<file path="src/rtl/ccs_pkg.sv">
`timescale 1ns / 1ps
// Coin classifier/sorter package: destination codes, register indexes,
// window tables and the item types passed between front, queue and back.
package ccs_pkg;

	localparam int NUM_DENOM = 5;
	localparam int W_WIDTH   = 12;
	localparam int FILL_W    = 18;

	typedef enum logic [2:0] {
		DEST_IGNORED = 3'd0,
		DEST_NICKEL  = 3'd1,
		DEST_DIME    = 3'd2,
		DEST_QUARTER = 3'd3,
		DEST_LOONIE  = 3'd4,
		DEST_TOONIE  = 3'd5,
		DEST_BENT    = 3'd6,
		DEST_OTHER   = 3'd7
	} dest_t;

	typedef enum logic [2:0] {
		CFG_NICKEL_ROLL  = 3'd0,
		CFG_DIME_ROLL    = 3'd1,
		CFG_QUARTER_ROLL = 3'd2,
		CFG_LOONIE_ROLL  = 3'd3,
		CFG_TOONIE_ROLL  = 3'd4,
		CFG_BENT_LIMIT   = 3'd5,
		CFG_OTHER_LIMIT  = 3'd6,
		CFG_UNUSED       = 3'd7
	} cfg_idx_t;

	localparam logic [1:0] BENT_OK      = 2'd0;
	localparam logic [1:0] BENT_YES     = 2'd1;
	localparam logic [1:0] MATCH_BOTH   = 2'd0;
	localparam logic [1:0] MATCH_INVAL  = 2'd3;

	// Windows in 1/2550 mm and 1/25500 g, exclusive bounds
	localparam logic [16:0] DIA_LO [NUM_DENOM] = '{17'd51510, 17'd44115, 17'd58140,
		17'd63750, 17'd68595};
	localparam logic [16:0] DIA_HI [NUM_DENOM] = '{17'd55590, 17'd47685, 17'd62730,
		17'd68850, 17'd74205};
	localparam logic [17:0] WT_LO [NUM_DENOM] = '{18'd91800, 18'd33150, 18'd102000,
		18'd165750, 18'd172125};
	localparam logic [17:0] WT_HI [NUM_DENOM] = '{18'd109650, 18'd56100, 18'd122400,
		18'd191250, 18'd200175};

	localparam logic [5:0] ROLL_RESET [NUM_DENOM] = '{6'd40, 6'd50, 6'd40, 6'd25, 6'd25};
	localparam logic [9:0] BENT_LIMIT_RESET  = 10'd100;
	localparam logic [9:0] OTHER_LIMIT_RESET = 10'd200;

	typedef struct packed {
		logic [NUM_DENOM-1:0][5:0] roll_size;
		logic [9:0]                bent_limit;
		logic [9:0]                other_limit;
	} cfg_t;

	typedef struct packed {
		dest_t              dest;
		logic [W_WIDTH-1:0] w;
	} item_t;

	typedef struct packed {
		dest_t             destination;
		logic              replaced;
		logic [FILL_W-1:0] fill_level;
		logic [15:0]       filled_count;
		logic [15:0]       other_coin_total;
		logic [15:0]       other_coins_in_bin;
		logic [31:0]       bent_weight_total;
		logic [31:0]       other_weight_total;
	} res_t;

endpackage

</file>
<file path="src/rtl/coin_in_if.sv">
`timescale 1ns / 1ps
// Input channel: one coin reading per transfer.
// No dependencies.
interface coin_in_if;
	logic       valid;
	logic       ready;
	logic [7:0] weight_raw;
	logic [7:0] diameter_raw;
	logic [1:0] bent_code;
	logic [1:0] match_code;

	modport source (output valid, weight_raw, diameter_raw, bent_code, match_code,
		input ready);
	modport sink (input valid, weight_raw, diameter_raw, bent_code, match_code,
		output ready);
endinterface

</file>
<file path="src/rtl/coin_out_if.sv">
`timescale 1ns / 1ps
// Output channel: one sorting result per transfer.
// No dependencies.
interface coin_out_if;
	logic        valid;
	logic        ready;
	logic [2:0]  destination;
	logic        replaced;
	logic [17:0] fill_level;
	logic [15:0] filled_count;
	logic [15:0] other_coin_total;
	logic [15:0] other_coins_in_bin;
	logic [31:0] bent_weight_total;
	logic [31:0] other_weight_total;

	modport source (output valid, destination, replaced, fill_level, filled_count,
		other_coin_total, other_coins_in_bin, bent_weight_total, other_weight_total,
		input ready);
	modport sink (input valid, destination, replaced, fill_level, filled_count,
		other_coin_total, other_coins_in_bin, bent_weight_total, other_weight_total,
		output ready);
endinterface

</file>
<file path="src/rtl/ccs_front.sv">
`timescale 1ns / 1ps
// Front stage: accepts coin readings, classifies destination, registers the item.
// Depends on ccs_pkg and coin_in_if.
module ccs_front import ccs_pkg::*; (
	input  logic        clk,
	input  logic        arst_n,
	coin_in_if.sink     coin_in,
	output logic        item_valid,
	output item_t       item,
	input  logic        item_ready
);

	logic        v_s1;
	item_t       item_s1;
	item_t       cls;
	logic [16:0] d10;
	logic [17:0] w100;
	logic [NUM_DENOM-1:0] dia_hit;
	logic        found;
	logic        wt_ok;
	logic [2:0]  sel;

	assign coin_in.ready = !v_s1 || item_ready;
	assign d10  = 17'(coin_in.diameter_raw) * 17'd300 + 17'd25500;
	assign w100 = 18'(coin_in.weight_raw) * 18'd1000;

	always_comb begin
		for (int i = 0; i < NUM_DENOM; i++) begin
			dia_hit[i] = (d10 > DIA_LO[i]) && (d10 < DIA_HI[i]);
		end
		found = 1'b0;
		sel   = 3'd0;
		for (int i = NUM_DENOM - 1; i >= 0; i--) begin
			if (dia_hit[i]) begin
				found = 1'b1;
				sel   = 3'(i);
			end
		end
		wt_ok = (w100 > WT_LO[sel]) && (w100 < WT_HI[sel]);
		cls.w = W_WIDTH'(coin_in.weight_raw) * W_WIDTH'(10);
		if (coin_in.weight_raw == 8'd0 || coin_in.diameter_raw == 8'd0 ||
			(coin_in.bent_code != BENT_OK && coin_in.bent_code != BENT_YES) ||
			coin_in.match_code == MATCH_INVAL) begin
			cls.dest = DEST_IGNORED;
		end else if (coin_in.bent_code == BENT_YES) begin
			cls.dest = DEST_BENT;
		end else if (found && wt_ok && coin_in.match_code == MATCH_BOTH) begin
			cls.dest = dest_t'(sel + 3'd1);
		end else begin
			cls.dest = DEST_OTHER;
		end
	end

	always_ff @(posedge clk or negedge arst_n) begin
		if (!arst_n) begin
			v_s1 <= 1'b0;
		end else if (coin_in.ready) begin
			v_s1 <= coin_in.valid;
		end
	end

	always_ff @(posedge clk) begin
		if (coin_in.ready && coin_in.valid) begin
			item_s1 <= cls;
		end
	end

	assign item_valid = v_s1;
	assign item       = item_s1;

endmodule

</file>
<file path="src/rtl/ccs_queue.sv">
`timescale 1ns / 1ps
// Two-entry queue between front and back stages.
// Depends on ccs_pkg.
module ccs_queue import ccs_pkg::*; (
	input  logic  clk,
	input  logic  arst_n,
	input  logic  push_valid,
	input  item_t push_item,
	output logic  push_ready,
	output logic  pop_valid,
	output item_t pop_item,
	input  logic  pop_ready
);

	item_t      mem_q [2];
	logic       wr_ptr_q;
	logic       rd_ptr_q;
	logic [1:0] cnt_q;
	logic       push;
	logic       pop;

	assign push_ready = (cnt_q != 2'd2);
	assign pop_valid  = (cnt_q != 2'd0);
	assign pop_item   = mem_q[rd_ptr_q];
	assign push       = push_valid && push_ready;
	assign pop        = pop_valid && pop_ready;

	always_ff @(posedge clk or negedge arst_n) begin
		if (!arst_n) begin
			wr_ptr_q <= 1'b0;
			rd_ptr_q <= 1'b0;
			cnt_q    <= 2'd0;
		end else begin
			if (push) wr_ptr_q <= !wr_ptr_q;
			if (pop) rd_ptr_q <= !rd_ptr_q;
			if (push && !pop) cnt_q <= cnt_q + 2'd1;
			else if (pop && !push) cnt_q <= cnt_q - 2'd1;
		end
	end

	always_ff @(posedge clk) begin
		if (push) mem_q[wr_ptr_q] <= push_item;
	end

endmodule

</file>
<file path="src/rtl/ccs_back.sv">
`timescale 1ns / 1ps
// Back stage: updates wrappers, containers and totals; holds the result register.
// Depends on ccs_pkg and coin_out_if.
module ccs_back import ccs_pkg::*; (
	input  logic       clk,
	input  logic       arst_n,
	input  cfg_t       cfg,
	input  logic       item_valid,
	input  item_t      item,
	output logic       item_ready,
	coin_out_if.source sort_out
);

	logic [5:0]        wrap_cnt_q [NUM_DENOM];
	logic [15:0]       roll_cnt_q [NUM_DENOM];
	logic [FILL_W-1:0] bent_bin_q, other_bin_q;
	logic [15:0]       bent_done_q, other_done_q, other_in_bin_q, other_total_q;
	logic [31:0]       bent_sum_q, other_sum_q;
	logic              out_valid_q;
	res_t              res_q;

	logic [5:0]        wrap_nxt;
	logic [15:0]       roll_nxt;
	logic [FILL_W-1:0] bent_bin_nxt, other_bin_nxt;
	logic [15:0]       bent_done_nxt, other_done_nxt, other_in_bin_nxt, other_total_nxt;
	logic [31:0]       bent_sum_nxt, other_sum_nxt;
	res_t              res;
	logic [2:0]        den;
	logic [FILL_W:0]   bin_sum;
	logic [FILL_W:0]   lim;
	logic [32:0]       sum33;
	logic              pop;

	assign item_ready = !out_valid_q || sort_out.ready;
	assign pop        = item_valid && item_ready;
	assign den        = 3'(item.dest) - 3'd1;

	always_comb begin
		wrap_nxt         = wrap_cnt_q[den];
		roll_nxt         = roll_cnt_q[den];
		bent_bin_nxt     = bent_bin_q;
		other_bin_nxt    = other_bin_q;
		bent_done_nxt    = bent_done_q;
		other_done_nxt   = other_done_q;
		other_in_bin_nxt = other_in_bin_q;
		other_total_nxt  = other_total_q;
		bent_sum_nxt     = bent_sum_q;
		other_sum_nxt    = other_sum_q;
		bin_sum          = '0;
		lim              = '0;
		sum33            = '0;
		res              = '0;
		res.destination  = item.dest;
		case (item.dest)
			DEST_BENT: begin
				sum33        = {1'b0, bent_sum_q} + 33'(item.w);
				bent_sum_nxt = sum33[32] ? 32'hFFFF_FFFF : sum33[31:0];
				bin_sum      = {1'b0, bent_bin_q} + (FILL_W+1)'(item.w);
				lim          = (FILL_W+1)'({cfg.bent_limit, 8'd0}) -
					(FILL_W+1)'(cfg.bent_limit);
				if (bin_sum < lim) begin
					bent_bin_nxt = bin_sum[FILL_W-1:0];
				end else begin
					bent_bin_nxt  = FILL_W'(item.w);
					bent_done_nxt = (bent_done_q == 16'hFFFF) ? bent_done_q : bent_done_q + 16'd1;
					res.replaced  = 1'b1;
				end
				res.fill_level   = bent_bin_nxt;
				res.filled_count = bent_done_nxt;
			end
			DEST_OTHER: begin
				sum33         = {1'b0, other_sum_q} + 33'(item.w);
				other_sum_nxt = sum33[32] ? 32'hFFFF_FFFF : sum33[31:0];
				bin_sum       = {1'b0, other_bin_q} + (FILL_W+1)'(item.w);
				lim           = (FILL_W+1)'({cfg.other_limit, 8'd0}) -
					(FILL_W+1)'(cfg.other_limit);
				if (bin_sum < lim) begin
					other_bin_nxt    = bin_sum[FILL_W-1:0];
					other_in_bin_nxt = (other_in_bin_q == 16'hFFFF) ? other_in_bin_q :
						other_in_bin_q + 16'd1;
				end else begin
					other_bin_nxt    = FILL_W'(item.w);
					other_done_nxt   = (other_done_q == 16'hFFFF) ? other_done_q :
						other_done_q + 16'd1;
					other_in_bin_nxt = 16'd1;
					res.replaced     = 1'b1;
				end
				other_total_nxt  = (other_total_q == 16'hFFFF) ? other_total_q :
					other_total_q + 16'd1;
				res.fill_level   = other_bin_nxt;
				res.filled_count = other_done_nxt;
			end
			DEST_NICKEL, DEST_DIME, DEST_QUARTER, DEST_LOONIE, DEST_TOONIE: begin
				if ({1'b0, wrap_cnt_q[den]} + 7'd1 < {1'b0, cfg.roll_size[den]}) begin
					wrap_nxt = wrap_cnt_q[den] + 6'd1;
				end else begin
					wrap_nxt     = 6'd1;
					roll_nxt     = (roll_cnt_q[den] == 16'hFFFF) ? roll_cnt_q[den] :
						roll_cnt_q[den] + 16'd1;
					res.replaced = 1'b1;
				end
				res.fill_level   = FILL_W'(wrap_nxt);
				res.filled_count = roll_nxt;
			end
			default: begin
				res.destination = DEST_IGNORED;
			end
		endcase
		res.other_coin_total   = other_total_nxt;
		res.other_coins_in_bin = other_in_bin_nxt;
		res.bent_weight_total  = bent_sum_nxt;
		res.other_weight_total = other_sum_nxt;
	end

	always_ff @(posedge clk or negedge arst_n) begin
		if (!arst_n) begin
			for (int i = 0; i < NUM_DENOM; i++) begin
				wrap_cnt_q[i] <= '0;
				roll_cnt_q[i] <= '0;
			end
			bent_bin_q     <= '0;
			other_bin_q    <= '0;
			bent_done_q    <= '0;
			other_done_q   <= '0;
			other_in_bin_q <= '0;
			other_total_q  <= '0;
			bent_sum_q     <= '0;
			other_sum_q    <= '0;
			out_valid_q    <= 1'b0;
		end else begin
			if (item_ready) out_valid_q <= item_valid;
			if (pop) begin
				if (item.dest inside {DEST_NICKEL, DEST_DIME, DEST_QUARTER, DEST_LOONIE,
					DEST_TOONIE}) begin
					wrap_cnt_q[den] <= wrap_nxt;
					roll_cnt_q[den] <= roll_nxt;
				end
				bent_bin_q     <= bent_bin_nxt;
				other_bin_q    <= other_bin_nxt;
				bent_done_q    <= bent_done_nxt;
				other_done_q   <= other_done_nxt;
				other_in_bin_q <= other_in_bin_nxt;
				other_total_q  <= other_total_nxt;
				bent_sum_q     <= bent_sum_nxt;
				other_sum_q    <= other_sum_nxt;
			end
		end
	end

	always_ff @(posedge clk) begin
		if (pop) res_q <= res;
	end

	assign sort_out.valid              = out_valid_q;
	assign sort_out.destination        = 3'(res_q.destination);
	assign sort_out.replaced           = res_q.replaced;
	assign sort_out.fill_level         = res_q.fill_level;
	assign sort_out.filled_count       = res_q.filled_count;
	assign sort_out.other_coin_total   = res_q.other_coin_total;
	assign sort_out.other_coins_in_bin = res_q.other_coins_in_bin;
	assign sort_out.bent_weight_total  = res_q.bent_weight_total;
	assign sort_out.other_weight_total = res_q.other_weight_total;

endmodule

</file>
<file path="src/rtl/coin_classifier_sorter.sv">
`timescale 1ns / 1ps
// Coin classifier/sorter top: config registers, front classifier, queue, back stage.
// A coin passes the front register, a queue entry and the result register on its way out.
// Throughput: one coin per cycle unless sort_out stalls, set by the back stage update.
// Asynchronous active-low reset clears all counters, containers and totals and loads
// default roll sizes/limits.
module coin_classifier_sorter import ccs_pkg::*; (
	input  logic       clk,
	input  logic       arst_n,
	input  logic       cfg_we,
	input  logic [2:0] cfg_index,
	input  logic [9:0] cfg_data,
	coin_in_if.sink    coin_in,
	coin_out_if.source sort_out
);

	cfg_t  cfg_q;
	logic  f_valid, f_ready;
	item_t f_item;
	logic  b_valid, b_ready;
	item_t b_item;

	always_ff @(posedge clk or negedge arst_n) begin
		if (!arst_n) begin
			for (int i = 0; i < NUM_DENOM; i++) begin
				cfg_q.roll_size[i] <= ROLL_RESET[i];
			end
			cfg_q.bent_limit  <= BENT_LIMIT_RESET;
			cfg_q.other_limit <= OTHER_LIMIT_RESET;
		end else if (cfg_we) begin
			case (cfg_idx_t'(cfg_index)) inside
				[CFG_NICKEL_ROLL:CFG_TOONIE_ROLL]: cfg_q.roll_size[cfg_index] <= cfg_data[5:0];
				CFG_BENT_LIMIT:  cfg_q.bent_limit  <= cfg_data;
				CFG_OTHER_LIMIT: cfg_q.other_limit <= cfg_data;
				default: ;
			endcase
		end
	end

	ccs_front u_front (
		.clk        (clk),
		.arst_n     (arst_n),
		.coin_in    (coin_in),
		.item_valid (f_valid),
		.item       (f_item),
		.item_ready (f_ready)
	);

	ccs_queue u_queue (
		.clk        (clk),
		.arst_n     (arst_n),
		.push_valid (f_valid),
		.push_item  (f_item),
		.push_ready (f_ready),
		.pop_valid  (b_valid),
		.pop_item   (b_item),
		.pop_ready  (b_ready)
	);

	ccs_back u_back (
		.clk        (clk),
		.arst_n     (arst_n),
		.cfg        (cfg_q),
		.item_valid (b_valid),
		.item       (b_item),
		.item_ready (b_ready),
		.sort_out   (sort_out)
	);

endmodule

</file>
<file path="src/flat_wrapper.sv">
// flat-port wrapper written by rule: the top's interface ports become plain ports
module coin_classifier_sorter_flat import ccs_pkg::*;
  (clk, arst_n, cfg_we, cfg_index, cfg_data, coin_in_valid, coin_in_weight_raw, coin_in_diameter_raw, coin_in_bent_code, coin_in_match_code, coin_in_ready, sort_out_valid, sort_out_destination, sort_out_replaced, sort_out_fill_level, sort_out_filled_count, sort_out_other_coin_total, sort_out_other_coins_in_bin, sort_out_bent_weight_total, sort_out_other_weight_total, sort_out_ready);
  coin_in_if coin_in_i ();
  coin_out_if sort_out_i ();
  input  logic clk;
  input  logic arst_n;
  input  logic cfg_we;
  input  logic [2:0] cfg_index;
  input  logic [9:0] cfg_data;
  input wire logic [$bits(coin_in_i.valid)-1:0] coin_in_valid;
  input wire logic [$bits(coin_in_i.weight_raw)-1:0] coin_in_weight_raw;
  input wire logic [$bits(coin_in_i.diameter_raw)-1:0] coin_in_diameter_raw;
  input wire logic [$bits(coin_in_i.bent_code)-1:0] coin_in_bent_code;
  input wire logic [$bits(coin_in_i.match_code)-1:0] coin_in_match_code;
  output wire logic [$bits(coin_in_i.ready)-1:0] coin_in_ready;
  output wire logic [$bits(sort_out_i.valid)-1:0] sort_out_valid;
  output wire logic [$bits(sort_out_i.destination)-1:0] sort_out_destination;
  output wire logic [$bits(sort_out_i.replaced)-1:0] sort_out_replaced;
  output wire logic [$bits(sort_out_i.fill_level)-1:0] sort_out_fill_level;
  output wire logic [$bits(sort_out_i.filled_count)-1:0] sort_out_filled_count;
  output wire logic [$bits(sort_out_i.other_coin_total)-1:0] sort_out_other_coin_total;
  output wire logic [$bits(sort_out_i.other_coins_in_bin)-1:0] sort_out_other_coins_in_bin;
  output wire logic [$bits(sort_out_i.bent_weight_total)-1:0] sort_out_bent_weight_total;
  output wire logic [$bits(sort_out_i.other_weight_total)-1:0] sort_out_other_weight_total;
  input wire logic [$bits(sort_out_i.ready)-1:0] sort_out_ready;
  assign coin_in_i.valid = coin_in_valid;
  assign coin_in_i.weight_raw = coin_in_weight_raw;
  assign coin_in_i.diameter_raw = coin_in_diameter_raw;
  assign coin_in_i.bent_code = coin_in_bent_code;
  assign coin_in_i.match_code = coin_in_match_code;
  assign coin_in_ready = coin_in_i.ready;
  assign sort_out_valid = sort_out_i.valid;
  assign sort_out_destination = sort_out_i.destination;
  assign sort_out_replaced = sort_out_i.replaced;
  assign sort_out_fill_level = sort_out_i.fill_level;
  assign sort_out_filled_count = sort_out_i.filled_count;
  assign sort_out_other_coin_total = sort_out_i.other_coin_total;
  assign sort_out_other_coins_in_bin = sort_out_i.other_coins_in_bin;
  assign sort_out_bent_weight_total = sort_out_i.bent_weight_total;
  assign sort_out_other_weight_total = sort_out_i.other_weight_total;
  assign sort_out_i.ready = sort_out_ready;
  coin_classifier_sorter u_core (.clk(clk), .arst_n(arst_n), .cfg_we(cfg_we), .cfg_index(cfg_index), .cfg_data(cfg_data), .coin_in(coin_in_i), .sort_out(sort_out_i));
endmodule
</file>
<file path="config.mk">
export PLATFORM = sky130hd
export DESIGN_NAME = coin_classifier_sorter_flat
export DESIGN_NICKNAME = d
export VERILOG_FILES = /design/src/rtl/ccs_pkg.sv /design/src/rtl/coin_in_if.sv /design/src/rtl/coin_out_if.sv /design/src/rtl/ccs_front.sv /design/src/rtl/ccs_queue.sv /design/src/rtl/ccs_back.sv /design/src/rtl/coin_classifier_sorter.sv /design/src/flat_wrapper.sv
export SDC_FILE = /design/constraint.sdc
export NUM_CORES = 1
export LEC_CHECK = 0
export ABC_CLOCK_PERIOD_IN_PS = 17600
export BUFFER_PORTS_ARGS = -buffer_cell sky130_fd_sc_hd__clkbuf_2
export CAP_MARGIN = 20
export CORE_ASPECT_RATIO = 0.75
export CORE_MARGIN = 3
export CORE_UTILIZATION = 40
export CTS_BUF_LIST = sky130_fd_sc_hd__clkbuf_8
export CTS_CLUSTER_SIZE = 12
export DETAILED_ROUTE_END_ITERATION = 10
export GPL_ROUTABILITY_DRIVEN = 0
export SYNTH_ARGS = -nofsm -noshare
export SYNTH_HDL_FRONTEND = slang
export SYNTH_SLANG_ARGS = --single-unit
</file>
<file path="constraint.sdc">
create_clock -name clk -period 17.6 [get_ports clk]
set_input_delay 3.52 -clock clk [delete_from_list [all_inputs] [get_ports clk]]
set_output_delay 3.52 -clock clk [all_outputs]
set_load 0.05 [all_outputs]
</file>
## Word-level counts from Yosys, hierarchy flattened

Memories as Yosys holds them, arrays and structs flattened.
Cells that the tools add are included.

| storage, ports and cells | value |
|---|---|
| register bits after elaboration | 478 |
| bits in latches | 0 |
| bits in writable memories | 28 |
| bits in read-only memories | 288 |
| input bits | 38 |
| output and inout bits | 136 |
| memories | 3 |

| cells by class | value |
|---|---|
| add/sub/neg operators | 18 |
| multiply operators | 3 |
| div/mod/pow operators | 0 |
| magnitude comparators | 23 |
| equal/unequal tests | 18 |
| shift-type cells | 0 |
| mux-type cells | 61 |
| bitwise logic cells | 4 |
| reduce and logical (&&, ||, !) cells | 44 |

Memory list:

| memory | words | bits a word | rd ports | clocked after memory_dff | wr ports | line | source |
|---|---|---|---|---|---|---|---|
| (no name shown) | 8 | 18 | 1 | 0 | 0 | ccs_front.sv:39 | `wt_ok = (w100 > WT_LO[sel]) && (w100 < WT_HI[sel]);` |
| (no name shown) | 8 | 18 | 1 | 0 | 0 | ccs_front.sv:39 |  |
| u_core.u_queue.mem_q | 2 | 14 | 1 | 0 | 1 | ccs_queue.sv:15 | `item_t mem_q [2];` |

Operators with widths:

| kind | count |
|---|---|
| 16-bit two-way mux | 15 |
| 32-bit two-way mux | 4 |
| 18-bit two-way mux | 6 |
| 35-bit case mux with 3 select lines | 1 |
| 16-bit by 1-bit adder with 16-bit output, second input constant | 5 |
| 80-bit bitwise mux | 1 |
| 16-bit == test, second input constant | 5 |
| 17-bit by 16-bit greater-than comparator with 1-bit output, second input constant | 4 |
| 32-bit by 12-bit adder with 33-bit output | 2 |
| 30-bit bitwise mux | 2 |
| 17-bit by 16-bit < comparator with 1-bit output, second input constant | 3 |
| 16-bit binary-select mux with 3-bit select | 1 |
| 16-bit demux with 3-bit select | 1 |
| 6-bit two-way mux | 7 |
| 18-bit by 12-bit adder with 19-bit output | 2 |
| 19-bit < comparator | 2 |
| 18-bit by 10-bit subtractor with 19-bit output | 2 |
| 6-bit binary-select mux with 3-bit select | 2 |
| 6-bit demux with 3-bit select | 2 |
| 17-bit < comparator, second input constant | 2 |
| 8-bit by 7-bit multiplier with 15-bit output, second input constant | 2 |
| 3-bit two-way mux | 7 |
| 3-bit == test, second input constant | 6 |
| 18-bit greater-than comparator | 1 |
| other kinds (39) | 86 |

## Logic depth before layout (Yosys ltp)

Gate-level depths: netlist of the first run.

| logic depth | value |
|---|---|
| word-level depth | 19 |
| gate-level depth with buffers | 35 |
| gate-level depth less buffers | 33 |

## Cells and area by module

Synthesis of the first run repeated with hierarchy kept, for this count alone.

| second synthesis, totals | value |
|---|---|
| cells, all modules | 3357 |
| area, all modules | 33568.4 µm² |

By module, submodules not included:

| module | times used | cells an instance | area an instance (µm²) |
|---|---|---|---|
| ccs_back | 1 | 2530 | 24776.3 |
| ccs_front | 1 | 650 | 5491.5 |
| coin_classifier_sorter | 1 | 112 | 1969.4 |
| ccs_queue | 1 | 65 | 1331.3 |

## Least setup slack after synthesis of the first run

Ideal clock, no wire load.

| timing path | value |
|---|---|
| kind | input to register |
| from | in coin_in_diameter_raw[4] |
| to | reg u_core.u_front.item_s1 (netlist bit u_core.u_front.item[12]), data pin |
| library setup time | 167 ps |
| arrival time | 10429 ps |
| slack | 7004 ps |
| cell stages on the path | 30 |
| path through | ha_1 -> ha_1 -> inv_1 -> fa_1 -> fa_1 -> inv_1 -> ha_1 -> inv_1 -> a2111oi_0 -> a211oi_1 -> nor4_2 -> mux2_1 -> a2111oi_0 -> a31o_1 -> nor4b_4 -> or3_1 -> inv_1 -> ha_1 -> or2_2 -> ha_1 -> nand3_1 -> nor2_1 -> a211o_1 -> a21o_1 -> a211o_1 -> a221oi_1 -> nor3_1 -> nand2_1 -> a211oi_2 -> a211oi_1 |

| on the way | value |
|---|---|
| word-level cells in the longest chain between the ends | 18 |
| elaborated cells on any way between the ends | 46 |

RTL lines:

| item | line | source |
|---|---|---|
| start: declaration | flat_wrapper.sv:13 | `input wire logic [$bits(coin_in_i.diameter_raw)-1:0] coin_in_diameter_raw;` |
| 8-bit by 7-bit multiplier with 15-bit output | ccs_front.sv:24 | `assign d10 = 17'(coin_in.diameter_raw) * 17'd300 + 17'd25500;` |
| 17-bit by 15-bit adder with 17-bit output | ccs_front.sv:24 |  |
| 17-bit greater-than comparator / 17-bit < comparator (equally long branches) | ccs_front.sv:29 | `dia_hit[i] = (d10 > DIA_LO[i]) && (d10 < DIA_HI[i]);` |
| 1-bit logical AND | ccs_front.sv:29 |  |
| 3-bit two-way mux (5 in series) | ccs_front.sv:34 | `if (dia_hit[i]) begin` |
| 3-bit inverter with 4-bit output (not written as such) | ccs_front.sv:39 |  |
| memory 8 x 18 bit | - |  |
| 18-bit two-way mux (not written as such) (2 in series) | ccs_front.sv:39 |  |
| 18-bit greater-than comparator / 18-bit < comparator (equally long branches) | ccs_front.sv:39 |  |
| 1-bit logical AND | ccs_front.sv:39 |  |
| 1-bit logical AND (2 in series) | ccs_front.sv:47 | `end else if (found && wt_ok && coin_in.match_code == MATCH_BOTH) begin` |
| 3-bit two-way mux | ccs_front.sv:47 |  |
| end signal: assignment | ccs_front.sv:64 | `item_s1 <= cls;` |
| end: declaration | ccs_front.sv:14 | `item_t item_s1;` |

Parallel ways exist; a longest one is shown, timed or not. The select of a mux whose other input is x is not followed.
A chain may end at the register's enable or synchronous reset.

## Worst setup path after layout of the first run

| timing path | value |
|---|---|
| from | in coin_in_diameter_raw[4] |
| to | reg u_core.u_front.item_s1 (netlist bit u_core.u_front.item[14]), data pin |

| on the way | value |
|---|---|
| word-level cells in the longest chain between the ends | 19 |
| elaborated cells on any way between the ends | 46 |

RTL lines:

| item | line | source |
|---|---|---|
| 8-bit by 7-bit multiplier with 15-bit output | ccs_front.sv:24 |  |
| 17-bit by 15-bit adder with 17-bit output | ccs_front.sv:24 |  |
| 17-bit greater-than comparator / 17-bit < comparator (equally long branches) | ccs_front.sv:29 |  |
| 1-bit logical AND | ccs_front.sv:29 |  |
| 3-bit two-way mux (5 in series) | ccs_front.sv:34 |  |
| 3-bit inverter with 4-bit output (not written as such) | ccs_front.sv:39 |  |
| memory 8 x 18 bit | - |  |
| 18-bit two-way mux (not written as such) (2 in series) | ccs_front.sv:39 |  |
| 18-bit greater-than comparator / 18-bit < comparator (equally long branches) | ccs_front.sv:39 |  |
| 1-bit logical AND | ccs_front.sv:39 |  |
| 1-bit logical AND (2 in series) | ccs_front.sv:47 |  |
| 3-bit two-way mux | ccs_front.sv:47 |  |
| 3-bit two-way mux | ccs_front.sv:45 | `end else if (coin_in.bent_code == BENT_YES) begin` |

Parallel ways exist; a longest one is shown, timed or not. The select of a mux whose other input is x is not followed.

==> results of run 1 <==
-- cells in the mapped netlist (all sizes together) (8+ instances only) --
library cell | n | area (sq um)
o31ai | 14 | 110
nand2 | 491 | 1850
nor2 | 188 | 718
nor2b | 24 | 150
a211o | 8 | 70.1
a22oi | 8 | 60.1
xor2 | 101 | 892
a31oi | 42 | 263
and3 | 47 | 294
and2 | 21 | 131
ha | 221 | 2770
inv | 133 | 499
nand2b | 30 | 188
dfrtp | 311 | 7780
nand4 | 44 | 275
or2 | 15 | 93.8
a22o | 10 | 87.6
clkbuf | 99 | 372
o221ai | 12 | 105
edfxtp | 176 | 5290
nand3 | 93 | 470
mux2 | 96 | 1080
a21oi | 172 | 880
o21a | 21 | 158
nor3 | 79 | 427
fa | 34 | 681
mux2i | 70 | 713
dfstp | 19 | 499
or3 | 19 | 124
nor4 | 18 | 149
o21ai | 284 | 1440
o21bai | 21 | 158
o22ai | 12 | 75.1
a211oi | 12 | 95.1
xnor2 | 137 | 1230
a21o | 35 | 263
buf | 33 | 188
-- worst max-delay path, delay by kind of cell --
kind	cells	cell delay (ps)
compound gates	10	2680
fa+ha+maj	7	2470
simple gates	8	1700
buf+inv	6	640
mux	1	370
-- cells in the final DEF, fill, tap and decap left out, drive strengths merged, types with 35 or more instances in the layout --
master	count
xor2	101
and3	47
mux2	96
ha	221
edfxtp	176
nor2	188
o21ai	284
dfrtp	311
nand2	491
a21o	35
a21oi	172
nand3	93
nand4	44
xnor2	137
clkbuf	279
nor3	79
a31oi	42
mux2i	70
inv	165
-- registers in the layout, indices dropped and copies added (netlist names), 18 cells and up --
name                                       cells
u_core.u_back.other_bin_q                     18
u_core.u_back.sort_out.fill_level             18
u_core.u_back.other_sum_q                     32
u_core.cfg_q                                  50
u_core.u_back.roll_cnt_q                      80
u_core.u_queue.mem_q                          28
u_core.u_back.wrap_cnt_q                      30
u_core.u_back.bent_sum_q                      32
u_core.u_back.sort_out.other_weight_total     32
u_core.u_back.sort_out.bent_weight_total      32
u_core.u_back.bent_bin_q                      18
-- layout make-up --
cell class,instances,area [sq um]
fill,7453,42200
timing repair buffer,207,1130
tap,1035,1290
antenna,2,5.00
clock inverter,58,282
inverter,133,507
sequential,506,13600
clock buffer,106,1460
multi-input combinational,2478,16900
-- stage by stage --
| stage | power [W] | worst slack (ps) |
|---|---|---|
| after global routing | 0.00757 | 6090 |
| after floorplan | 0.00487 | 7000 |
| after CTS | 0.00704 | 6760 |
| final | 0.00703 | 6660 |
| after global placement | 0.00590 | 6250 |
| after detailed placement | 0.00594 | 6040 |
-- per-layer routing --
layer	vias to the layer above	track usage, %	share of wire (%)
li1	11900	-	-
met5	-	0	0
met3	103	3.13	5.1
met4	0	4.92	2.1
met1	11600	30.3	51
met2	574	28.1	42
-- worst max path at each step --
stage                                 start                      end  slack, ps  cells past startpoint
detailed placement  coin_in_diameter_raw[4]  u_core.u_front.item[12]       6040                     32
CTS                 coin_in_diameter_raw[4]  u_core.u_front.item[12]       6760                     32
global placement    coin_in_diameter_raw[4]  u_core.u_front.item[12]       6250                     32
finish              coin_in_diameter_raw[4]  u_core.u_front.item[14]       6660                     32
global route        coin_in_diameter_raw[4]  u_core.u_front.item[12]       6090                     32
floorplan           coin_in_diameter_raw[4]  u_core.u_front.item[12]       7000                     30
-- kinds of logic after synthesis --
kind of cell | share of synthesized area (%)
xor gates and xnor gates | 6.72
DFF | 43.1
and+or+nand+nor | 16.2
muxes | 5.70
buffers and inverters | 3.36
AOI/OAI and AO/OA | 14.0
adders and majority gates | 11.0
-- power by group --
| group | leakage (nW) | switching [W] | internal [W] | total (W) |
|---|---|---|---|---|
| Clock | 1.02 | 0.000494 | 0.000561 | 0.00106 |
| Combinational | 8.46 | 0.00280 | 0.00135 | 0.00415 |
| Sequential | 6.08 | 0.000194 | 0.00163 | 0.00182 |
| Total | 15.6 | 0.00349 | 0.00354 | 0.00703 |
==> flow_results.xml, run 1 <==
<?xml version="1.0" encoding="UTF-8"?>
<metrics>
  <group name="outcome">
    <metric name="status" unit="">complete, no violations</metric>
  </group>
  <group name="floorplanning">
    <metric name="placeableCoreArea" unit="sq um">77400</metric>
    <metric name="die_x" unit="um">330</metric>
    <metric name="die_area" unit="sq um">82200</metric>
    <metric name="rows" unit="">88</metric>
    <metric name="initial_core_utilization" unit="%">40.7</metric>
    <metric name="die_height" unit="um">249</metric>
    <metric name="pin_count" unit="">174</metric>
  </group>
  <group name="timing">
    <metric name="layout_worst_path_cycle_share" unit="%">62.1</metric>
    <metric name="report.final.setup_viol" unit="">0</metric>
    <metric name="unrepaired_setup_endpoints_after_global_routing" unit="">no</metric>
    <metric name="final.hold.worst_slack" unit="ps">450</metric>
    <metric name="hold_viol_final" unit="">0</metric>
    <metric name="maxSlewHeadroom" unit="%">32.7</metric>
    <metric name="fin_crit" unit="ps">10940</metric>
    <metric name="number_of_max_slew_violations_in_the_final_report" unit="">0</metric>
    <metric name="tightestPinTransition" unit="ps">1000</metric>
    <metric name="timing.clock.skew" unit="ps">38.9</metric>
    <metric name="fin_tns_setup" unit="ps">0</metric>
    <metric name="max_clock_freq" unit="GHz">0.0914</metric>
  </group>
  <group name="setup_path">
    <metric name="crit_type" unit="">in -&gt; reg</metric>
    <metric name="r2r_start" unit="">u_core.u_queue.rd_ptr_q</metric>
    <metric name="cp_slowest_cell" unit="">a2111oi_0</metric>
    <metric name="critical_path_peak_fanout" unit="">10</metric>
    <metric name="cp-end-kind" unit="">flop</metric>
    <metric name="setup.reg_to_reg.worst_slack" unit="ps">10120</metric>
    <metric name="r2r_cells" unit="">25</metric>
    <metric name="worst-endpoint-required" unit="ps">18080</metric>
    <metric name="start_kind" unit="">input pin</metric>
    <metric name="crit-reg2reg-capture" unit="">u_core.u_back.sort_out.filled_count[6]</metric>
    <metric name="crit_path_max_incr_delay" unit="ps">570</metric>
    <metric name="cp.arrival" unit="ps">11420</metric>
    <metric name="crit_top_cell" unit="">ha_1</metric>
  </group>
  <group name="power">
    <metric name="power_density_normalized_to_cell_area" unit="nW/um^2">200</metric>
    <metric name="max-vdd-ir-drop" unit="uV">110</metric>
    <metric name="leakagePower" unit="nW">15.6</metric>
  </group>
  <group name="drt">
    <metric name="drt_wl_total" unit="um">81100</metric>
    <metric name="vias_per_cell" unit="">5.35</metric>
    <metric name="route.detailed.wl_per_inst" unit="um">17.9</metric>
    <metric name="pre_antenna_drt_iters" unit="">7</metric>
    <metric name="ant_nets" unit="">0</metric>
    <metric name="vias" unit="">24200</metric>
    <metric name="dr.first_iter.drc_count" unit="">1898</metric>
    <metric name="drc" unit="">0</metric>
  </group>
  <group name="logic_synthesis">
    <metric name="post_synth_num_cell_types" unit="">96</metric>
    <metric name="synthArstFlopShare" unit="%">65.2</metric>
    <metric name="synth_enable_flop_cells" unit="">176</metric>
    <metric name="yosysWarningCount" unit="">0</metric>
    <metric name="postSynthRegisterBits" unit="">506</metric>
    <metric name="syn-num-nets" unit="">3542</metric>
    <metric name="synth.yosys.seq_area_share" unit="%">43.1</metric>
    <metric name="synth_flop_cell" unit="">dfrtp_1</metric>
    <metric name="syn_area" unit="sq um">31500</metric>
    <metric name="post_synth_inst_count" unit="">3249</metric>
    <metric name="post_synth.cell_area_avg" unit="sq um">9.70</metric>
  </group>
  <group name="flow_run">
    <metric name="cap_violations" unit="">0</metric>
  </group>
  <group name="clock_tree">
    <metric name="htree_levels" unit="">3</metric>
    <metric name="tritoncts_clock_tree" unit="">yes</metric>
    <metric name="cts_num_sinks" unit="">506</metric>
    <metric name="clock_insertion_delay_worst_skew" unit="ps">680</metric>
    <metric name="clock_pin_slew_on_the_worst_setup_and_hold_paths" unit="ps">60</metric>
    <metric name="hold_buffers" unit="">0</metric>
    <metric name="post_cts_resized" unit="">0</metric>
    <metric name="cts_max_path_buffers" unit="">3</metric>
    <metric name="cts_root_buffer" unit="">clkbuf_8</metric>
    <metric name="post_cts_buffers" unit="">0</metric>
    <metric name="tritoncts_buffer_count" unit="">89</metric>
  </group>
  <group name="min_path">
    <metric name="holdPathEnd" unit="">u_core.u_queue.mem_q[0][7]</metric>
    <metric name="worstHoldPathCells" unit="">0</metric>
    <metric name="min-delay-start" unit="">u_core.u_front.item[8]</metric>
    <metric name="worstHoldPathType" unit="">reg -&gt; reg</metric>
  </group>
  <group name="cells_and_area">
    <metric name="drive_gt1_share" unit="%">14.8</metric>
    <metric name="post-route-util" unit="%">45.5</metric>
    <metric name="layout.cell_area.non_filler" unit="sq um">35200</metric>
    <metric name="design.final.nets" unit="">3708</metric>
    <metric name="finish.cell_count_without_fillers" unit="">4525</metric>
    <metric name="area.growth.synth_to_final" unit="%">11.7</metric>
  </group>
  <group name="global_route">
    <metric name="overflow" unit="">0</metric>
    <metric name="global_route.usage.total" unit="%">19.5</metric>
    <metric name="first_pass_grt_wire_length" unit="um">129000</metric>
    <metric name="antenna_found_initial" unit="">2</metric>
    <metric name="pin_count_of_the_biggest_net_entering_global_routing" unit="">99</metric>
    <metric name="number_of_global_route_vias_before_repair" unit="">22900</metric>
  </group>
  <group name="place">
    <metric name="place.detailed.hpwl" unit="um">57600</metric>
    <metric name="placed_inst_area" unit="sq um">33400</metric>
    <metric name="cell_count_after_placement" unit="">4356</metric>
    <metric name="port-buffer-count" unit="">173</metric>
  </group>
</metrics>
Power figures use the tool's default switching activity.
==> run 2, diff against run 1 <==
--- a/config.mk
+++ b/config.mk
@@ -5,7 +5,8 @@
 export SDC_FILE = /design/constraint.sdc
 export NUM_CORES = 1
 export LEC_CHECK = 0
-export ABC_CLOCK_PERIOD_IN_PS = 17600
+export ABC_AREA = 1
+export ABC_CLOCK_PERIOD_IN_PS = 9200
 export BUFFER_PORTS_ARGS = -buffer_cell sky130_fd_sc_hd__clkbuf_2
 export CAP_MARGIN = 20
 export CORE_ASPECT_RATIO = 0.75
==> constraint.sdc (replaced) <==
create_clock -name clk -period 9.2 [get_ports clk]
set_input_delay 1.84 -clock clk [delete_from_list [all_inputs] [get_ports clk]]
set_output_delay 1.84 -clock clk [all_outputs]
set_load 0.05 [all_outputs]
==> run 2 against run 1 <==
Effect of this change:
- global-route usage up 1.2 points
- hold slack worse by 6.5 ps
- critical endpoint is now u_core.u_front.item[13]
- count of clock-buffer cells in the layout shrank 1
- sequential share of layout area down 0.14 points
- synthesized area barely moved
- highest routed layer unchanged
==> flow_results.xml, run 2 <==
<?xml version="1.0" encoding="UTF-8"?>
<metrics>
  <group name="outcome">
    <metric name="status" unit="">complete, no violations</metric>
  </group>
  <group name="logic_synthesis">
    <metric name="synth_flop_cell" unit="">dfrtp_1</metric>
    <metric name="synth-simple-area-share" unit="%">23.1</metric>
    <metric name="syn_area" unit="sq um">31500</metric>
    <metric name="post_synth_fa_ha_maj_area_fraction" unit="%">10.9</metric>
    <metric name="post-synth-top-count-cell" unit="">nand2_1</metric>
    <metric name="mux_contribution_to_synthesized_area" unit="%">0.0317</metric>
    <metric name="post_synth_main_area_contributors" unit="">dfrtp_1 25%, edfxtp_1 17%, nand2_1 12%, ha_1 8.8%, inv_1 5.9%</metric>
    <metric name="synth_enable_flop_cells" unit="">176</metric>
    <metric name="yosysWarningCount" unit="">0</metric>
    <metric name="compound_gate_fraction_of_synth_area" unit="%">10.8</metric>
    <metric name="syn-num-nets" unit="">4112</metric>
    <metric name="yosys.area_share.xor_xnor" unit="%">4.47</metric>
    <metric name="ys_top_cells_by_count" unit="">1050 x nand2_1, 492 x inv_1, 311 x dfrtp_1</metric>
    <metric name="post_synth_inst_count" unit="">3819</metric>
    <metric name="synth.yosys.seq_area_share" unit="%">43.0</metric>
    <metric name="postSynthRegisterBits" unit="">506</metric>
    <metric name="post_synth.cell_area_avg" unit="sq um">8.26</metric>
    <metric name="synthArstFlopShare" unit="%">65.2</metric>
    <metric name="synth_largest_area_cell" unit="">dfrtp_1</metric>
    <metric name="synth.top_cell.area_share" unit="%">24.7</metric>
    <metric name="largest_family_of_logic_cells_by_synthesized_area" unit="">simple AND/OR/NAND/NOR gates</metric>
    <metric name="post_synth_num_cell_types" unit="">68</metric>
  </group>
  <group name="setup_path">
    <metric name="start_kind" unit="">input pin</metric>
    <metric name="worst-endpoint-required" unit="ps">9630</metric>
    <metric name="crit_start" unit="">coin_in_diameter_raw[4]</metric>
    <metric name="cp_slowest_cell" unit="">fa_1</metric>
    <metric name="critical_path_peak_fanout" unit="">13</metric>
    <metric name="r2r_start" unit="">u_core.u_queue.rd_ptr_q</metric>
    <metric name="cp-end-kind" unit="">flop</metric>
    <metric name="cp.arrival" unit="ps">7930</metric>
    <metric name="crit_type" unit="">in -&gt; reg</metric>
    <metric name="crit_path_max_incr_delay" unit="ps">510</metric>
    <metric name="crit_top_cell" unit="">nand2_1</metric>
  </group>
  <group name="clock_tree">
    <metric name="cts_max_path_buffers" unit="">3</metric>
    <metric name="clock_insertion_delay_worst_skew" unit="ps">700</metric>
    <metric name="cts_num_sinks" unit="">506</metric>
    <metric name="tritoncts_buffer_count" unit="">92</metric>
    <metric name="clock_pin_slew_on_the_worst_setup_and_hold_paths" unit="ps">60</metric>
    <metric name="post_cts_resized" unit="">0</metric>
    <metric name="cts_root_buffer" unit="">clkbuf_8</metric>
    <metric name="hold_buffers" unit="">0</metric>
    <metric name="htree_levels" unit="">3</metric>
    <metric name="post_cts_buffers" unit="">0</metric>
    <metric name="tritoncts_clock_tree" unit="">yes</metric>
  </group>
  <group name="global_route">
    <metric name="number_of_global_route_vias_before_repair" unit="">24100</metric>
    <metric name="first_pass_grt_wire_length" unit="um">136000</metric>
    <metric name="global_route.usage.total" unit="%">20.7</metric>
    <metric name="pin_count_of_the_biggest_net_entering_global_routing" unit="">138</metric>
    <metric name="overflow" unit="">0</metric>
    <metric name="antenna_found_initial" unit="">1</metric>
  </group>
  <group name="cells_and_area">
    <metric name="layout_commonest_cell" unit="">nand2_1</metric>
    <metric name="layout.cell_area.non_filler" unit="sq um">35300</metric>
    <metric name="reg.largest.list" unit="">u_core.u_back.roll_cnt_q (80), u_core.cfg_q (50)</metric>
    <metric name="design.final.nets" unit="">4305</metric>
    <metric name="drive_gt1_share" unit="%">11.2</metric>
    <metric name="area.growth.synth_to_final" unit="%">12.0</metric>
    <metric name="largest-register" unit="">u_core.u_back.roll_cnt_q</metric>
    <metric name="most-common-layout-cells" unit="">1050 x nand2_1, 519 x inv_1, 311 x dfrtp_1, 296 x o21ai_0, 245 x nor2_1</metric>
    <metric name="number_of_flip_flops_under_the_largest_register_name" unit="">80</metric>
  </group>
  <group name="timing">
    <metric name="maxSlewHeadroom" unit="%">29.0</metric>
    <metric name="unrepaired_setup_endpoints_after_global_routing" unit="">no</metric>
    <metric name="tightestPinTransition" unit="ps">1060</metric>
    <metric name="timing.clock.skew" unit="ps">51.9</metric>
    <metric name="report.final.setup_viol" unit="">0</metric>
    <metric name="hold_viol_final" unit="">0</metric>
    <metric name="layout_worst_path_cycle_share" unit="%">81.6</metric>
    <metric name="fin_tns_setup" unit="ps">0</metric>
    <metric name="number_of_max_slew_violations_in_the_final_report" unit="">0</metric>
    <metric name="fin_crit" unit="ps">7510</metric>
    <metric name="fin_ws" unit="ps">1690</metric>
    <metric name="max_clock_freq" unit="GHz">0.133</metric>
    <metric name="final.hold.worst_slack" unit="ps">444</metric>
  </group>
  <group name="floorplanning">
    <metric name="rows" unit="">88</metric>
    <metric name="die_area" unit="sq um">82300</metric>
    <metric name="initial_core_utilization" unit="%">40.7</metric>
    <metric name="placeableCoreArea" unit="sq um">77500</metric>
    <metric name="pin_count" unit="">174</metric>
    <metric name="die_height" unit="um">249</metric>
    <metric name="die_x" unit="um">330</metric>
  </group>
  <group name="place">
    <metric name="placed_inst_area" unit="sq um">33500</metric>
    <metric name="placement.setup.worst_slack" unit="ps">1040</metric>
    <metric name="place.detailed.hpwl" unit="um">62700</metric>
    <metric name="port-buffer-count" unit="">173</metric>
  </group>
  <group name="min_path">
    <metric name="min-delay-start" unit="">u_core.u_front.item[5]</metric>
    <metric name="worstHoldPathType" unit="">reg -&gt; reg</metric>
  </group>
  <group name="drt">
    <metric name="drt_wl_total" unit="um">85600</metric>
    <metric name="vias_per_cell" unit="">5.02</metric>
    <metric name="route.detailed.wl_per_inst" unit="um">16.7</metric>
    <metric name="vias" unit="">25800</metric>
    <metric name="ant_nets" unit="">0</metric>
    <metric name="dr.first_iter.drc_count" unit="">1952</metric>
    <metric name="pre_antenna_drt_iters" unit="">6</metric>
    <metric name="drc" unit="">0</metric>
  </group>
  <group name="flow_run">
    <metric name="cap_violations" unit="">0</metric>
  </group>
</metrics>
## run 2: changes by cell type in the layout (fill, tap and decap cells not counted), sizes merged, moves of 40 or more
| cell | previous run | this run |
|---|---|---|
| a21oi | 172 | 120 |
| nor2 | 188 | 263 |
| nand2 | 491 | 1071 |
| and3 | 47 | 0 |
| nand3 | 93 | 186 |
| mux2 | 96 | 0 |
| inv | 165 | 532 |
| o22ai | 12 | 52 |
| xnor2 | 137 | 26 |
| mux2i | 70 | 1 |
## run 2: cell type report
cell class                 count  area [sq um]
sequential                   506         13600
antenna                        1          2.50
inverter                     508          1910
clock buffer                 105          1450
clock inverter                68           403
tap                         1035          1290
multi-input combinational   2703         15600
fill                        7793         42200
timing repair buffer         201          1100
## run 2: logic make-up (layout without fill, tap and decap cells)
kind of cell | count (synthesis) | after routing
simple gates | 1688 | 1688
flops | 506 | 506
xor+xnor | 161 | 161
compound gates | 598 | 598
buf+inv | 610 | 882
fa+ha+maj | 255 | 255
other cells | 0 | 1
mux | 1 | 1
## run 2: worst max-delay path: cells and delay by family
family                   cells  cell delay, ps
AO/OA/AOI/OAI                3             800
AND/OR/NAND/NOR             16            2150
buffers and inverters        6             400
adder cells (fa/ha/maj)      7            2710
## run 2: routing by layer
metal / vias to the layer above / track usage (%) / part of all wire, %
met2: 624 / 29.6 / 41
li1: 13000 / - / -
met5: - / 0 / 0
met1: 12000 / 32.5 / 51
met4: 0 / 5.14 / 2.1
met3: 117 / 2.94 / 5.3
## run 2: metrics by stage
stage	utilization (%)	instances
6_report	45.6	5127
3_3_place_gp	43.2	4953
4_1_cts	45.6	5126
3_5_place_dp	43.2	4953
5_1_grt	45.6	5127
2_1_floorplan	-	3819
## run 2: worst paths after layout
| check | end | slack, ps | depth (start not counted) |
|---|---|---|---|
| max in group asynchronous | u_core.u_back.sort_out.valid | 6700 | 2 |
| worst max-delay path | u_core.u_front.item[13] | 1690 | 32 |
| min in group asynchronous | u_core.u_back.roll_cnt_q[70] | 1120 | 1 |
| worst min register to register | u_core.u_queue.mem_q[1][4] | 440 | 0 |
| worst min-delay path | u_core.u_queue.mem_q[1][4] | 440 | 0 |
| worst max register to register | u_core.u_back.sort_out.fill_level[3] | 2390 | 24 |
Power of run 2 is not shown: default switching activity piles up to over one toggle a cycle in this logic, so the estimate is an artifact.
==> run 3, diff against run 2 <==
--- a/config.mk
+++ b/config.mk
@@ -6,7 +6,7 @@
 export NUM_CORES = 1
 export LEC_CHECK = 0
 export ABC_AREA = 1
-export ABC_CLOCK_PERIOD_IN_PS = 9200
+export ABC_CLOCK_PERIOD_IN_PS = 7600
 export BUFFER_PORTS_ARGS = -buffer_cell sky130_fd_sc_hd__clkbuf_2
 export CAP_MARGIN = 20
 export CORE_ASPECT_RATIO = 0.75
==> constraint.sdc (replaced) <==
create_clock -name clk -period 7.6 [get_ports clk]
set_input_delay 1.52 -clock clk [delete_from_list [all_inputs] [get_ports clk]]
set_output_delay 1.52 -clock clk [all_outputs]
set_load 0.05 [all_outputs]
==> run 3 against run 2 <==
Effect of this change:
- worst setup slack got worse by 1100 ps
- hold slack worse by 1.4 ps
- register-to-register slack got worse by 1300 ps
- largest cell class unchanged
- clock skew shrank 8.9 ps
- routed wire length up 0.35%
- non-clock buffer count rose by 31
- cell count increased by 0.43%
- count of clock-buffer cells in the layout rose by 7
- first-iteration DRC count increased by 20%
- sequential share of layout area fell by 0.42 points
==> flow_results.xml, run 3 (synthesis gave the netlist of run 2 again) <==
<?xml version="1.0" encoding="UTF-8"?>
<metrics>
  <group name="cells_and_area">
    <metric name="drive_gt1_share" unit="%">12.1</metric>
    <metric name="number_of_flip_flops_under_the_largest_register_name" unit="">80</metric>
    <metric name="most-common-layout-cells" unit="">1050 x nand2_1, 512 x inv_1, 311 x dfrtp_1, 296 x o21ai_0, 245 x nor2_1</metric>
    <metric name="reg.largest.list" unit="">u_core.u_back.roll_cnt_q (80), u_core.cfg_q (50)</metric>
    <metric name="design.final.nets" unit="">4332</metric>
    <metric name="largest-register" unit="">u_core.u_back.roll_cnt_q</metric>
    <metric name="layout_commonest_cell" unit="">nand2_1</metric>
    <metric name="area.growth.synth_to_final" unit="%">13.2</metric>
  </group>
  <group name="min_path">
    <metric name="min-delay-start" unit="">u_core.u_front.item[13]</metric>
    <metric name="worstHoldPathCells" unit="">0</metric>
    <metric name="worstHoldPathType" unit="">reg -&gt; reg</metric>
    <metric name="holdPathEnd" unit="">u_core.u_queue.mem_q[0][12]</metric>
  </group>
  <group name="setup_path">
    <metric name="cp_slowest_cell" unit="">fa_1</metric>
    <metric name="crit_type" unit="">in -&gt; reg</metric>
    <metric name="worst-endpoint-required" unit="ps">7990</metric>
    <metric name="cp-end-kind" unit="">flop</metric>
    <metric name="start_kind" unit="">input pin</metric>
    <metric name="cp.arrival" unit="ps">7450</metric>
    <metric name="crit-reg2reg-capture" unit="">u_core.u_back.sort_out.fill_level[7]</metric>
    <metric name="critical_path_peak_fanout" unit="">6</metric>
    <metric name="crit_path_max_incr_delay" unit="ps">520</metric>
    <metric name="r2r_cells" unit="">29</metric>
    <metric name="r2r_start" unit="">u_core.u_queue.rd_ptr_q</metric>
    <metric name="crit_top_cell" unit="">nand2_1</metric>
    <metric name="setup.reg_to_reg.worst_slack" unit="ps">1120</metric>
  </group>
  <group name="floorplanning">
    <metric name="placeableCoreArea" unit="sq um">77500</metric>
    <metric name="rows" unit="">88</metric>
    <metric name="die_area" unit="sq um">82300</metric>
    <metric name="die_x" unit="um">330</metric>
    <metric name="initial_core_utilization" unit="%">40.7</metric>
    <metric name="pin_count" unit="">174</metric>
    <metric name="die_height" unit="um">249</metric>
  </group>
  <group name="place">
    <metric name="place.detailed.hpwl" unit="um">62800</metric>
    <metric name="port-buffer-count" unit="">173</metric>
    <metric name="placement.setup.worst_slack" unit="ps">-145</metric>
  </group>
  <group name="timing">
    <metric name="timing.clock.skew" unit="ps">43.0</metric>
    <metric name="layout_worst_path_cycle_share" unit="%">92.8</metric>
    <metric name="maxSlewHeadroom" unit="%">31.2</metric>
    <metric name="tightestPinTransition" unit="ps">1030</metric>
    <metric name="hold_viol_final" unit="">0</metric>
    <metric name="fin_ws" unit="ps">547</metric>
    <metric name="max_clock_freq" unit="GHz">0.142</metric>
    <metric name="final.hold.worst_slack" unit="ps">442</metric>
    <metric name="number_of_max_slew_violations_in_the_final_report" unit="">0</metric>
    <metric name="fin_crit" unit="ps">7050</metric>
    <metric name="report.final.setup_viol" unit="">0</metric>
  </group>
  <group name="global_route">
    <metric name="pin_count_of_the_biggest_net_entering_global_routing" unit="">194</metric>
    <metric name="overflow" unit="">0</metric>
    <metric name="number_of_global_route_vias_before_repair" unit="">24100</metric>
    <metric name="antenna_found_initial" unit="">2</metric>
    <metric name="first_pass_grt_wire_length" unit="um">137000</metric>
    <metric name="global_route.usage.total" unit="%">20.8</metric>
  </group>
  <group name="clock_tree">
    <metric name="cts_max_path_buffers" unit="">3</metric>
    <metric name="clock_insertion_delay_worst_skew" unit="ps">670</metric>
    <metric name="htree_levels" unit="">3</metric>
    <metric name="cts_num_sinks" unit="">506</metric>
    <metric name="clock_pin_slew_on_the_worst_setup_and_hold_paths" unit="ps">60</metric>
    <metric name="cts_root_buffer" unit="">clkbuf_8</metric>
    <metric name="hold_buffers" unit="">0</metric>
    <metric name="tritoncts_buffer_count" unit="">88</metric>
    <metric name="tritoncts_clock_tree" unit="">yes</metric>
  </group>
  <group name="drt">
    <metric name="vias_per_cell" unit="">5.05</metric>
    <metric name="route.detailed.wl_per_inst" unit="um">16.7</metric>
    <metric name="pre_antenna_drt_iters" unit="">6</metric>
    <metric name="vias" unit="">26000</metric>
    <metric name="dr.first_iter.drc_count" unit="">2337</metric>
    <metric name="drc" unit="">0</metric>
    <metric name="ant_nets" unit="">0</metric>
    <metric name="drt_wl_total" unit="um">85900</metric>
  </group>
  <group name="outcome">
    <metric name="status" unit="">complete, no violations</metric>
  </group>
  <group name="flow_run">
    <metric name="cap_violations" unit="">0</metric>
  </group>
</metrics>
-- run 3: changes by cell type in the layout (fill, tap and decap cells not counted), moves of 4 or more --
cell	previous run	this run
clkbuf_8	105	112
buf_4	27	56
bufinv_16	3	7
inv_1	519	512
clkinv_1	20	11
-- run 3: worst max path at each step --
stage / slack (ps) / startpoint / end / cells after the start
floorplan: 550 / coin_in_diameter_raw[4] / u_core.u_front.item[13] / 36
global placement: -60 / coin_in_diameter_raw[4] / u_core.u_front.item[13] / 37
detailed placement: -140 / coin_in_diameter_raw[4] / u_core.u_front.item[12] / 36
CTS: 550 / coin_in_diameter_raw[4] / u_core.u_front.item[12] / 37
global route: -50 / coin_in_diameter_raw[4] / u_core.u_front.item[14] / 37
finish: 550 / coin_in_diameter_raw[4] / u_core.u_front.item[12] / 35
-- run 3: layout make-up --
class                      instances  area (sq um)
fill                            7675         41800
timing repair buffer             232          1360
antenna                            2          5.00
clock buffer                     112          1540
tap                             1035          1290
clock inverter                    51           415
multi-input combinational       2703         15600
sequential                       506         13600
inverter                         508          1910
-- run 3: critical path, delay by kind of cell --
| family | cells | cell delay, ps |
|---|---|---|
| AND/OR/NAND/NOR | 15 | 1760 |
| adder cells (fa/ha/maj) | 8 | 2540 |
| buffers and inverters | 8 | 550 |
| AO/OA/AOI/OAI | 4 | 1070 |
-- run 3: layer usage --
layer,global-route usage (%),share of wire [%],vias up
met2,29.3,41,682
met3,2.95,5.6,108
met5,0,0,-
met4,4.75,1.9,0
li1,-,-,13000
met1,33.2,51,12200
-- run 3: through the flow --
stage	TNS [ps]	std cells	cell area [sq um]	util [%]
2_1_floorplan	0	3819	31500	-
3_5_place_dp	-421	4984	33700	43.5
6_report	0	5149	35700	46.1
5_1_grt	-123	5149	35700	46.1
3_3_place_gp	-178	4984	33700	43.5
4_1_cts	0	5147	35700	46.0
-- run 3: what timing repair did --
item                                   CTS  global route
setup endpoints to repair                0             3
endpoints found under the hold margin    0             0
resized for setup                        0             3
buffers inserted                         0             0
Power of run 3 is left out for the same reason.
